## src/hw/rtl/dtq_pkg.sv

```systemverilog
package dtq_pkg;

  localparam int KindW  = 3;
  localparam int IdPortW = 5;
  localparam int NowW   = 48;
  localparam int DurW   = 32;
  localparam int ModeW  = 2;
  localparam int NdW    = 49;

  typedef enum logic [KindW-1:0] {
    KindStartOneshot  = 3'd0,
    KindStartTimeout  = 3'd1,
    KindStartPeriodic = 3'd2,
    KindStop          = 3'd3,
    KindPoll          = 3'd4,
    KindClear         = 3'd5
  } kind_e;

  localparam logic [ModeW-1:0] ModePeriodic = 2'd2;

  typedef struct packed {
    logic clear_all;
    logic deactivate;
    logic load_all;
    logic load_deadline;
  } wr_t;

  typedef enum logic [3:0] {
    StIdle = 4'b0001,
    StScan = 4'b0010,
    StFire = 4'b0100,
    StDone = 4'b1000
  } state_e;

endpackage

```

## src/hw/rtl/dtq_cell.sv

```systemverilog
module dtq_cell #(
  parameter int CELL_ID   = 0,
  parameter int IDW       = 5,
  parameter int TIME_BITS = 48
) (
  input  logic                        clk_i,
  input  logic                        rst_ni,
  input  dtq_pkg::wr_t                wr_i,
  input  logic [IDW-1:0]              wr_id_i,
  input  logic [TIME_BITS-1:0]        wr_deadline_i,
  input  logic [dtq_pkg::DurW-1:0]    wr_period_i,
  input  logic [dtq_pkg::ModeW-1:0]   wr_mode_i,
  input  logic                        in_valid_i,
  input  logic [TIME_BITS-1:0]        in_deadline_i,
  input  logic [dtq_pkg::DurW-1:0]    in_period_i,
  input  logic [dtq_pkg::ModeW-1:0]   in_mode_i,
  input  logic [IDW-1:0]              in_id_i,
  output logic                        out_valid_o,
  output logic [TIME_BITS-1:0]        out_deadline_o,
  output logic [dtq_pkg::DurW-1:0]    out_period_o,
  output logic [dtq_pkg::ModeW-1:0]   out_mode_o,
  output logic [IDW-1:0]              out_id_o
);

  localparam logic [IDW-1:0] MyId = IDW'(CELL_ID);

  logic                      active_q;
  logic [TIME_BITS-1:0]      deadline_q;
  logic [dtq_pkg::DurW-1:0]  period_q;
  logic [dtq_pkg::ModeW-1:0] mode_q;
  logic                      sel;
  logic                      take_own;

  logic                      best_valid_q;
  logic [TIME_BITS-1:0]      best_deadline_q;
  logic [dtq_pkg::DurW-1:0]  best_period_q;
  logic [dtq_pkg::ModeW-1:0] best_mode_q;
  logic [IDW-1:0]            best_id_q;

  assign sel      = (wr_id_i == MyId);
  assign take_own = active_q && (!in_valid_i || (deadline_q < in_deadline_i));

  always_ff @(posedge clk_i or negedge rst_ni) begin
    if (!rst_ni) begin
      active_q <= 1'b0;
    end else if (wr_i.clear_all) begin
      active_q <= 1'b0;
    end else if (sel && wr_i.deactivate) begin
      active_q <= 1'b0;
    end else if (sel && wr_i.load_all) begin
      active_q <= 1'b1;
    end
  end

  always_ff @(posedge clk_i) begin
    if (sel && (wr_i.load_all || wr_i.load_deadline) && !wr_i.clear_all) begin
      deadline_q <= wr_deadline_i;
    end
    if (sel && wr_i.load_all && !wr_i.clear_all) begin
      period_q <= wr_period_i;
      mode_q   <= wr_mode_i;
    end
  end

  // advance the running minimum one cell down the row
  always_ff @(posedge clk_i or negedge rst_ni) begin
    if (!rst_ni) begin
      best_valid_q <= 1'b0;
    end else begin
      best_valid_q <= take_own || in_valid_i;
    end
  end

  always_ff @(posedge clk_i) begin
    if (take_own) begin
      best_deadline_q <= deadline_q;
      best_period_q   <= period_q;
      best_mode_q     <= mode_q;
      best_id_q       <= MyId;
    end else begin
      best_deadline_q <= in_deadline_i;
      best_period_q   <= in_period_i;
      best_mode_q     <= in_mode_i;
      best_id_q       <= in_id_i;
    end
  end

  assign out_valid_o    = best_valid_q;
  assign out_deadline_o = best_deadline_q;
  assign out_period_o   = best_period_q;
  assign out_mode_o     = best_mode_q;
  assign out_id_o       = best_id_q;

endmodule

```

## config.mk

```make
export PLATFORM = sky130hd
export DESIGN_NAME = dtq_cell
export DESIGN_NICKNAME = d
export VERILOG_FILES = /design/src/hw/rtl/dtq_pkg.sv /design/src/hw/rtl/dtq_cell.sv
export SDC_FILE = /design/constraint.sdc
export NUM_CORES = 1
export LEC_CHECK = 0
export BUFFER_PORTS_ARGS = -buffer_cell sky130_fd_sc_hd__buf_4
export CORE_UTILIZATION = 45
export CTS_BUF_LIST = sky130_fd_sc_hd__clkbuf_16
export DETAILED_ROUTE_END_ITERATION = 16
export PLACE_DENSITY = 0.85
export SLEW_MARGIN = 0
export SYNTH_ARGS = -nofsm -noshare
export SYNTH_HDL_FRONTEND = slang
export SYNTH_SLANG_ARGS = --single-unit
```

## constraint.sdc

```tcl
create_clock -name clk_i -period 5.4 [get_ports clk_i]
set_input_delay 0.54 -clock clk_i [delete_from_list [all_inputs] [get_ports clk_i]]
set_output_delay 0.54 -clock clk_i [all_outputs]
set_load 0.01 [all_outputs]
```

==> tab_implementation.tex, run 1 <==
\begin{tabular}{lr}
\hline
Metric & Value \\
\hline
\multicolumn{2}{l}{\textbf{Floorplan}} \\
\quad Area of the die & 15280 um\^{}2 \\
\quad Die extent in y & approximately 120 um \\
\quad Initial cell density of the core & roughly 46\% \\
\quad Row Count & 44 \\
\quad Top Ports & $\sim$270 \\
\quad Floorplan core area & approximately 14000 um\^{}2 \\
\quad Die X & $\sim$120 um \\
\multicolumn{2}{l}{\textbf{Timing}} \\
\quad \# setup viols final & 0 \\
\quad Final Hold Viols & 0 \\
\quad Minimum clock period & 3.157 ns \\
\quad Max Freq & approximately 320 MHz \\
\quad Max-slew violations & 0 \\
\quad Relative max-transition margin & between 50\% and 60\% \\
\quad Worst-Margin Slew & approximately 0.67 ns \\
\quad Final Skew & 0.01271 ns \\
\quad Final-layout setup total negative slack & 0 ns \\
\quad Final clock period utilization by the worst path & $\sim$60\% \\
\quad Setup repair after global routing missed its margin & false \\
\multicolumn{2}{l}{\textbf{Global route}} \\
\quad Antenna violations before repair & 2 \\
\quad Wire length of the first global-routing pass & around 23 mm \\
\quad Number of global-route vias before repair & between 4000 and 5000 \\
\quad Maximum number of pins on one net before global-route repair & 49 \\
\quad Gr ovfl total & 0 \\
\quad Global-route total usage across every layer & between 20\% and 30\% \\
\multicolumn{2}{l}{\textbf{Routing}} \\
\quad Vias post-DR & between 4000 and 5000 \\
\quad DRC Markers & 0 \\
\quad Length of the first detailed-routing pass in iterations & 4 \\
\quad DRT Wirelength & 15.89 mm \\
\quad Vias per Instance & slightly below 5 \\
\quad Number of antenna-violating nets in the routed design & 0 \\
\quad Number of DRC markers after the initial detailed-route iteration & between 100 and 150 \\
\quad Routed wire length per instance & $\sim$17 um \\
\multicolumn{2}{l}{\textbf{Placed design}} \\
\quad \# placed instances & about 890 \\
\quad RePlAce Congestion & roughly 0.80 \\
\quad Number of buffers added on ports & between 200 and 300 \\
\quad Post-DP HPWL & 12.22 mm \\
\multicolumn{2}{l}{\textbf{Min path}} \\
\quad Source of the worst hold timing path & wr\_i[3] \\
\quad Depth of the worst hold-timing path & 2 \\
\quad Type of the worst min-delay path & in2reg \\
\multicolumn{2}{l}{\textbf{Setup path}} \\
\quad Critical Path, Cell by Cell & ha\_1, nand4\_1, a2111oi\_2, nand3\_1, o211ai\_4, buf\_4, mux2\_2 \\
\quad Data arrival time of the worst path & around 3.5 ns \\
\quad Slowest cell on the critical path & sky130\_fd\_sc\_hd\_\_buf\_4 \\
\quad Category of the most critical setup path & reg2reg \\
\quad Flop2flop setup slack & roughly 2.2 ns \\
\quad Critical Path Start Type & flop \\
\quad Worst Reg-to-Reg Cells & 7 \\
\quad Data required, critical path & around 5.7 ns \\
\quad End of the worst register-to-register path & out\_period\_o[20]\$\_DFF\_P\_ \\
\quad Critical Path End Type & flop \\
\quad Startpoint of the most critical register-to-register path & deadline\_q[47]\$\_DFFE\_PP\_ \\
\quad Critical Path Source & deadline\_q[47]\$\_DFFE\_PP\_ \\
\quad Largest fanout of any net on the critical path & 41 \\
\quad End point of the critical path & out\_period\_o[20]\$\_DFF\_P\_ \\
\quad Peak per-stage delay on the critical path & 0.58 ns \\
\multicolumn{2}{l}{\textbf{Clock tree}} \\
\quad CTS buffer count & 17 \\
\quad CTS-repair resized insts & 0 \\
\quad Post CTS Setup Buffer Count & 0 \\
\quad CTS Root Cell & sky130\_fd\_sc\_hd\_\_clkbuf\_16 \\
\quad Total of hold buffers inserted after clock tree synthesis & 1 \\
\quad Insertion delay to the later sink of the worst-skew pair & approximately 0.42 ns \\
\quad Number of sinks on the clock net & between 150 and 200 \\
\quad Clk slew on worst S/H paths & about 0.07 ns \\
\quad H-tree depth & 4 \\
\quad Clock tree from TritonCTS & yes \\
\quad Buffers from clock root to sink, at most & 2 \\
\multicolumn{2}{l}{\textbf{Final layout}} \\
\quad Post-layout nets & around 960 \\
\quad Fraction of final layout cells with drive strength greater than 1 & approximately 53\% \\
\quad Filler cell count in the final layout & approximately 1100 \\
\quad Final standard cell count with taps included and fillers excluded & around 930 \\
\quad Area Growth Syn to Fin & 41.71\% \\
\multicolumn{2}{l}{\textbf{Pwr}} \\
\quad Switching pwr & between 0.6 and 0.7 mW \\
\quad Part of the power in the clock network & between 40\% and 50\% \\
\quad Cell internal pwr & about 2.2 mW \\
\quad Combinational fraction of design power & roughly a tenth \\
\quad Share of power burned in registers & 49.2\% \\
\quad Switching part of the total power & a little under a quarter \\
\quad Leakage power total & about 4.3 nW \\
\quad Worst supply voltage drop on vdd & about 0.23 mV \\
\quad Cell area power density & roughly 300 nW/um\^{}2 \\
\multicolumn{2}{l}{\textbf{Synthesis}} \\
\quad Number of distinct library cells after synthesis & 34 \\
\quad Syn\_area\_per\_cell & around 15 um\^{}2 \\
\quad Nets in the synthesized netlist & around 670 \\
\quad Count of state elements after synthesis & roughly 170 \\
\quad Count of warnings emitted by yosys & 0 \\
\quad Register area share after synthesis & 63.93\% \\
\quad Number of standard cells after synthesis & approximately 450 \\
\quad Synth Cell Area & about 6700 um\^{}2 \\
\multicolumn{2}{l}{\textbf{Outcome}} \\
\quad Status & complete, no violations \\
\multicolumn{2}{l}{\textbf{Flow run}} \\
\quad Max-cap violations & 0 \\
\hline
\end{tabular}
worst max-delay path, delay by kind of cell, from the launching register on:
| kind | cells | cell delay, ns |
|---|---|---|
| buffers and inverters | 1 | 0.58 |
| AND/OR/NAND/NOR | 2 | 0.34 |
| flip-flops | 1 | 0.39 |
| multiplexers | 1 | 0.42 |
| adder cells (fa/ha/maj) | 1 | 0.33 |
| AO/OA/AOI/OAI | 2 | 0.97 |
through the flow:
step           cell area, um^2  setup WS, ns  hold slack, ns  utilization (%)  power (mW)
4_1_cts                   9419         2.187          0.2704            65.05       2.900
6_report                  9429         2.243          0.2846            65.12       2.876
3_5_place_dp              8832         1.939          0.3246            61.00       1.727
5_1_grt                   9419         2.051          0.2629            65.05       2.979
2_1_floorplan             6654         2.578          0.2444                -       1.542
3_3_place_gp              8832         2.042          0.3218            61.00       1.715
sequential cells by signal, summed over array words and instances, names as in the netlist:
register,count
deadline_q,48
out_deadline_o,48
out_period_o,32
period_q,32
out_id_o,5
mode_q,2
out_mode_o,2
active_q,1
out_valid_o,1
layer usage:
| layer | wire length (um) | global-route usage, % |
|---|---|---|
| met5 | 0 | 0 |
| met2 | 8632 | 38.26 |
| met3 | 1336 | 9.249 |
| met4 | 288 | 7.078 |
| met1 | 5628 | 20.84 |
logic make-up after synthesis:
| kind of cell | synth area share (%) |
|---|---|
| compound gates | 4.287 |
| fa+ha+maj | 8.838 |
| buf+inv | 4.193 |
| flops | 63.93 |
| mux | 15.29 |
| simple gates | 3.460 |
how the worst min path moves through the flow:
| stage | slack [ns] | end |
|---|---|---|
| floorplan | 0.24 | active_q$_DFFE_PN0P_ |
| global placement | 0.32 | out_valid_o$_DFF_PN0_ |
| detailed placement | 0.32 | active_q$_DFFE_PN0P_ |
| CTS | 0.27 | active_q$_DFFE_PN0P_ |
| global route | 0.26 | period_q[18]$_DFFE_PP_ |
| finish | 0.28 | active_q$_DFFE_PN0P_ |
synth_stat cells:
cell,n,area (um^2)
sky130_fd_sc_hd__a2111oi_2,1,15.01
sky130_fd_sc_hd__a211oi_1,6,45.04
sky130_fd_sc_hd__a21boi_0,1,7.510
sky130_fd_sc_hd__a21o_1,2,15.01
sky130_fd_sc_hd__a21oi_1,21,105.1
sky130_fd_sc_hd__and2_1,6,37.54
sky130_fd_sc_hd__and4b_1,1,10.01
sky130_fd_sc_hd__buf_12,1,20.02
sky130_fd_sc_hd__buf_4,5,37.54
sky130_fd_sc_hd__buf_6,2,22.52
sky130_fd_sc_hd__buf_8,1,15.01
sky130_fd_sc_hd__dfrtp_1,2,50.05
sky130_fd_sc_hd__dfxtp_1,87,1742
sky130_fd_sc_hd__edfxtp_1,82,2462
sky130_fd_sc_hd__ha_1,47,588.1
sky130_fd_sc_hd__inv_1,49,183.9
sky130_fd_sc_hd__mux2_2,57,641.9
sky130_fd_sc_hd__mux2_4,25,375.4
sky130_fd_sc_hd__nand2_1,13,48.80
sky130_fd_sc_hd__nand2b_1,1,6.260
sky130_fd_sc_hd__nand3_1,6,30.03
sky130_fd_sc_hd__nand4_1,7,43.79
sky130_fd_sc_hd__nor2_1,6,22.52
sky130_fd_sc_hd__nor3_1,1,5.000
sky130_fd_sc_hd__nor4_2,1,12.51
sky130_fd_sc_hd__o211ai_1,3,22.52
sky130_fd_sc_hd__o211ai_4,1,21.27
sky130_fd_sc_hd__o21a_1,1,7.510
sky130_fd_sc_hd__o21ai_0,4,20.02
sky130_fd_sc_hd__o221ai_1,1,8.760
sky130_fd_sc_hd__o311a_1,1,10.01
sky130_fd_sc_hd__o31ai_1,1,7.510
sky130_fd_sc_hd__or2_2,1,6.260
sky130_fd_sc_hd__or4_1,1,7.510
cells in the final DEF, fill, tap and decap left out, types with 5 or more instances in the layout:
cell type	count
sky130_fd_sc_hd__edfxtp_1	82
sky130_fd_sc_hd__nand2_1	13
sky130_fd_sc_hd__inv_6	5
sky130_fd_sc_hd__and2_1	6
sky130_fd_sc_hd__nand3_1	6
sky130_fd_sc_hd__clkbuf_16	17
sky130_fd_sc_hd__nor2_1	6
sky130_fd_sc_hd__buf_4	272
sky130_fd_sc_hd__mux2_2	57
sky130_fd_sc_hd__dfxtp_1	87
sky130_fd_sc_hd__inv_1	50
sky130_fd_sc_hd__mux2_4	25
sky130_fd_sc_hd__a21oi_1	21
sky130_fd_sc_hd__ha_1	47
sky130_fd_sc_hd__nand4_1	7
sky130_fd_sc_hd__a211oi_1	6
final cells by class:
cell class	instances	area (um^2)	share of cell area [%]
diodes	4	10.01	0.1062
clock buffers	17	425.4	4.512
clock inverters	15	151.4	1.606
inverters	49	183.9	1.951
multi-input cells	216	2122	22.51
flip-flops and latches	171	4254	45.12
well taps	184	230.2	2.442
repair buffers	273	2052	21.76
power by group through the flow:
stage	logic [mW]	registers, mW	clock network [mW]
finish	0.284	1.41	1.18
global placement	0.272	1.44	0
global route	0.309	1.42	1.25
detailed placement	0.284	1.44	0
floorplan	0.0817	1.46	0
CTS	0.287	1.41	1.20
Note: power is estimated with default switching activity, not from simulation.
==> run 2, diff against run 1 <==
==> constraint.sdc (replaced) <==
create_clock -name clk_i -period 3.1 [get_ports clk_i]
set_input_delay 0.31 -clock clk_i [delete_from_list [all_inputs] [get_ports clk_i]]
set_output_delay 0.31 -clock clk_i [all_outputs]
set_load 0.01 [all_outputs]
==> run 2 against run 1 <==
Effect of this change: first-iteration DRC count up 19%; register-to-register slack lost 1.8 ns; largest cell class unchanged; wire length up 1.0%; core utilization increased by 0.30 points.
==> tab_implementation.tex, run 2 (same netlist as run 1, synthesis figures left out) <==
\begin{tabular}{lr}
\hline
Metric & Value \\
\hline
\multicolumn{2}{l}{\textbf{Pwr}} \\
\quad Leakage power total & between 4 and 5 nW \\
\quad Worst supply voltage drop on vdd & 0.4510 mV \\
\quad Cell area power density & between 500 and 600 nW/um\^{}2 \\
\multicolumn{2}{l}{\textbf{Timing}} \\
\quad Relative max-transition margin & around two thirds \\
\quad Max Freq & 371.1 MHz \\
\quad Final-layout setup total negative slack & 0 ns \\
\quad \# setup viols final & 0 \\
\quad Final Hold Viols & 0 \\
\quad Final Skew & between 0.008 and 0.009 ns \\
\quad Final clock period utilization by the worst path & around 87\% \\
\quad Setup repair after global routing missed its margin & false \\
\quad Tightest hold margin & just under 0.05 ns \\
\quad Minimum clock period & roughly 2.7 ns \\
\quad Worst-Margin Slew & 0.4793 ns \\
\quad Max-slew violations & 0 \\
\quad Worst Setup Slack, final & 0.4054 ns \\
\multicolumn{2}{l}{\textbf{Setup path}} \\
\quad Data arrival time of the worst path & approximately 3.0 ns \\
\quad CP Buf/Inv Count & 1 \\
\quad Critical Path End Type & flop \\
\quad Data required, critical path & 3.40 ns \\
\quad Critical Path Start Type & flop \\
\quad Slowest cell on the critical path & sky130\_fd\_sc\_hd\_\_a2111oi\_2 \\
\quad Category of the most critical setup path & reg2reg \\
\quad Critical Path, Cell by Cell & ha\_1, nand4\_1, a2111oi\_2, nand3\_1, o211ai\_4, buf\_12, mux2\_2 \\
\quad CP delay by family, top & compound AO/OA/AOI/OAI gates \\
\quad Peak per-stage delay on the critical path & between 0.4 and 0.5 ns \\
\quad Largest fanout of any net on the critical path & 53 \\
\multicolumn{2}{l}{\textbf{Clock tree}} \\
\quad Number of sinks on the clock net & roughly 170 \\
\quad Post CTS Setup Buffer Count & 0 \\
\quad Clk slew on worst S/H paths & 0.07 ns \\
\quad Buffers from clock root to sink, at most & 2 \\
\quad Insertion delay to the later sink of the worst-skew pair & 0.42 ns \\
\quad CTS buffer count & 17 \\
\quad CTS Root Cell & sky130\_fd\_sc\_hd\_\_clkbuf\_16 \\
\quad H-tree depth & 4 \\
\quad Clock tree from TritonCTS & yes \\
\multicolumn{2}{l}{\textbf{Final layout}} \\
\quad Area Growth Syn to Fin & 42.37\% \\
\quad Commonest non-fill, non-tap cells in the layout & 269 x sky130\_fd\_sc\_hd\_\_buf\_4, 87 x sky130\_fd\_sc\_hd\_\_dfxtp\_1, 82 x sky130\_fd\_sc\_hd\_\_edfxtp\_1 \\
\quad Post-layout nets & around 960 \\
\quad Final standard cell utilization of the core & roughly two thirds \\
\quad Most common cell after layout, fill and taps aside & sky130\_fd\_sc\_hd\_\_buf\_4 \\
\quad Fraction of final layout cells with drive strength greater than 1 & 52.57\% \\
\multicolumn{2}{l}{\textbf{Routing}} \\
\quad Vias post-DR & 4529 \\
\quad DRC Markers & 0 \\
\quad Number of antenna-violating nets in the routed design & 0 \\
\quad Routed wire length per instance & approximately 17 um \\
\quad Length of the first detailed-routing pass in iterations & 4 \\
\quad DRT Wirelength & about 16 mm \\
\quad Vias per Instance & about 4.9 \\
\quad Number of DRC markers after the initial detailed-route iteration & 148 \\
\multicolumn{2}{l}{\textbf{Floorplan}} \\
\quad Row Count & 44 \\
\quad Die X & between 100 and 150 um \\
\quad Top Ports & 269 \\
\quad Floorplan core area & between 10000 and 15000 um\^{}2 \\
\quad Initial cell density of the core & around 46\% \\
\quad Area of the die & between 15000 and 20000 um\^{}2 \\
\quad Die extent in y & 123.6 um \\
\multicolumn{2}{l}{\textbf{Placed design}} \\
\quad Worst setup slack after placement & roughly 0.37 ns \\
\quad RePlAce Congestion & 0.8108 \\
\quad Number of buffers added on ports & around 270 \\
\quad Post-DP HPWL & 12.22 mm \\
\multicolumn{2}{l}{\textbf{Global route}} \\
\quad Maximum number of pins on one net before global-route repair & between 50 and 60 \\
\quad Gr ovfl total & 0 \\
\quad Global-route total usage across every layer & a little over a fifth \\
\quad Number of global-route vias before repair & a little under 5000 \\
\quad Wire length of the first global-routing pass & around 23 mm \\
\quad Antenna violations before repair & 3 \\
\multicolumn{2}{l}{\textbf{Min path}} \\
\quad Type of the worst min-delay path & in2reg \\
\multicolumn{2}{l}{\textbf{Flow run}} \\
\quad Max-cap violations & 0 \\
\multicolumn{2}{l}{\textbf{Outcome}} \\
\quad Status & complete, no violations \\
\hline
\end{tabular}
==> run 2: cell types whose count changed in the layout (fill, tap and decap cells not counted), sizes merged <==
| cell | delta |
|---|---|
| clkinv | -3 |
| bufinv | +2 |
| clkinvlp | +2 |
| inv | -2 |
| diode | -1 |
==> run 2: cell type report <==
cell class              count  area [um^2]
diodes                      3        7.507
flip-flops and latches    171         4254
clock inverters            14        160.2
well taps                 184        230.2
inverters                  49        183.9
repair buffers            273         2090
multi-input cells         216         2122
fillers                  1022         5006
clock buffers              17        425.4
==> run 2: power by group <==
part	switching, mW	total (mW)	internal, mW
Clock	0.916	2.12	1.21
Sequential	0.0253	2.46	2.44
Combinational	0.183	0.498	0.315
Total	1.12	5.08	3.96
==> run 2: path summary, 6_finish.rpt <==
kind,slack (ns),end,cells after the start,start
min in group asynchronous,0.23,active_q$_DFFE_PN0P_,2,rst_ni
max in group asynchronous,2.78,out_valid_o$_DFF_PN0_,2,rst_ni
worst max-delay path,0.41,out_deadline_o[12]$_DFF_P_,7,deadline_q[47]$_DFFE_PP_
worst max register to register,0.41,out_deadline_o[12]$_DFF_P_,7,deadline_q[47]$_DFFE_PP_
worst min-delay path,0.05,active_q$_DFFE_PN0P_,2,wr_i[3]
worst min register to register,0.47,out_period_o[13]$_DFF_P_,1,period_q[13]$_DFFE_PP_
==> run 2: layer usage <==
| metal | part of all wire [%] | GRT usage (%) | vias to the layer above |
|---|---|---|---|
| li1 | - | - | 2166 |
| met1 | 35 | 21.03 | 2151 |
| met2 | 53 | 37.19 | 181 |
| met3 | 8.9 | 8.379 | 31 |
| met4 | 3.2 | 10.99 | 0 |
| met5 | 0 | 0 | - |
==> run 2: per-stage QoR <==
step	power (mW)	area, um^2	cells
final	5.083	9473	927
after CTS	5.131	9465	924
after floorplan	2.686	6654	445
after global routing	5.275	9468	925
after detailed placement	3.012	8870	892
after global placement	2.989	8870	892
==> run 2: worst reg2reg max path: stages, from the launching register on <==
cell,delay [ns]
sky130_fd_sc_hd__edfxtp_1,0.39
sky130_fd_sc_hd__ha_1,0.35
sky130_fd_sc_hd__nand4_1,0.17
sky130_fd_sc_hd__a2111oi_2,0.46
sky130_fd_sc_hd__nand3_1,0.19
sky130_fd_sc_hd__o211ai_4,0.26
sky130_fd_sc_hd__buf_12,0.36
sky130_fd_sc_hd__mux2_2,0.40
==> run 2: what timing repair did <==
action                                 in CTS  in global routing
gates resized for setup                     0                  0
endpoints found under the hold margin       2                  0
hold buffers                                1                  0
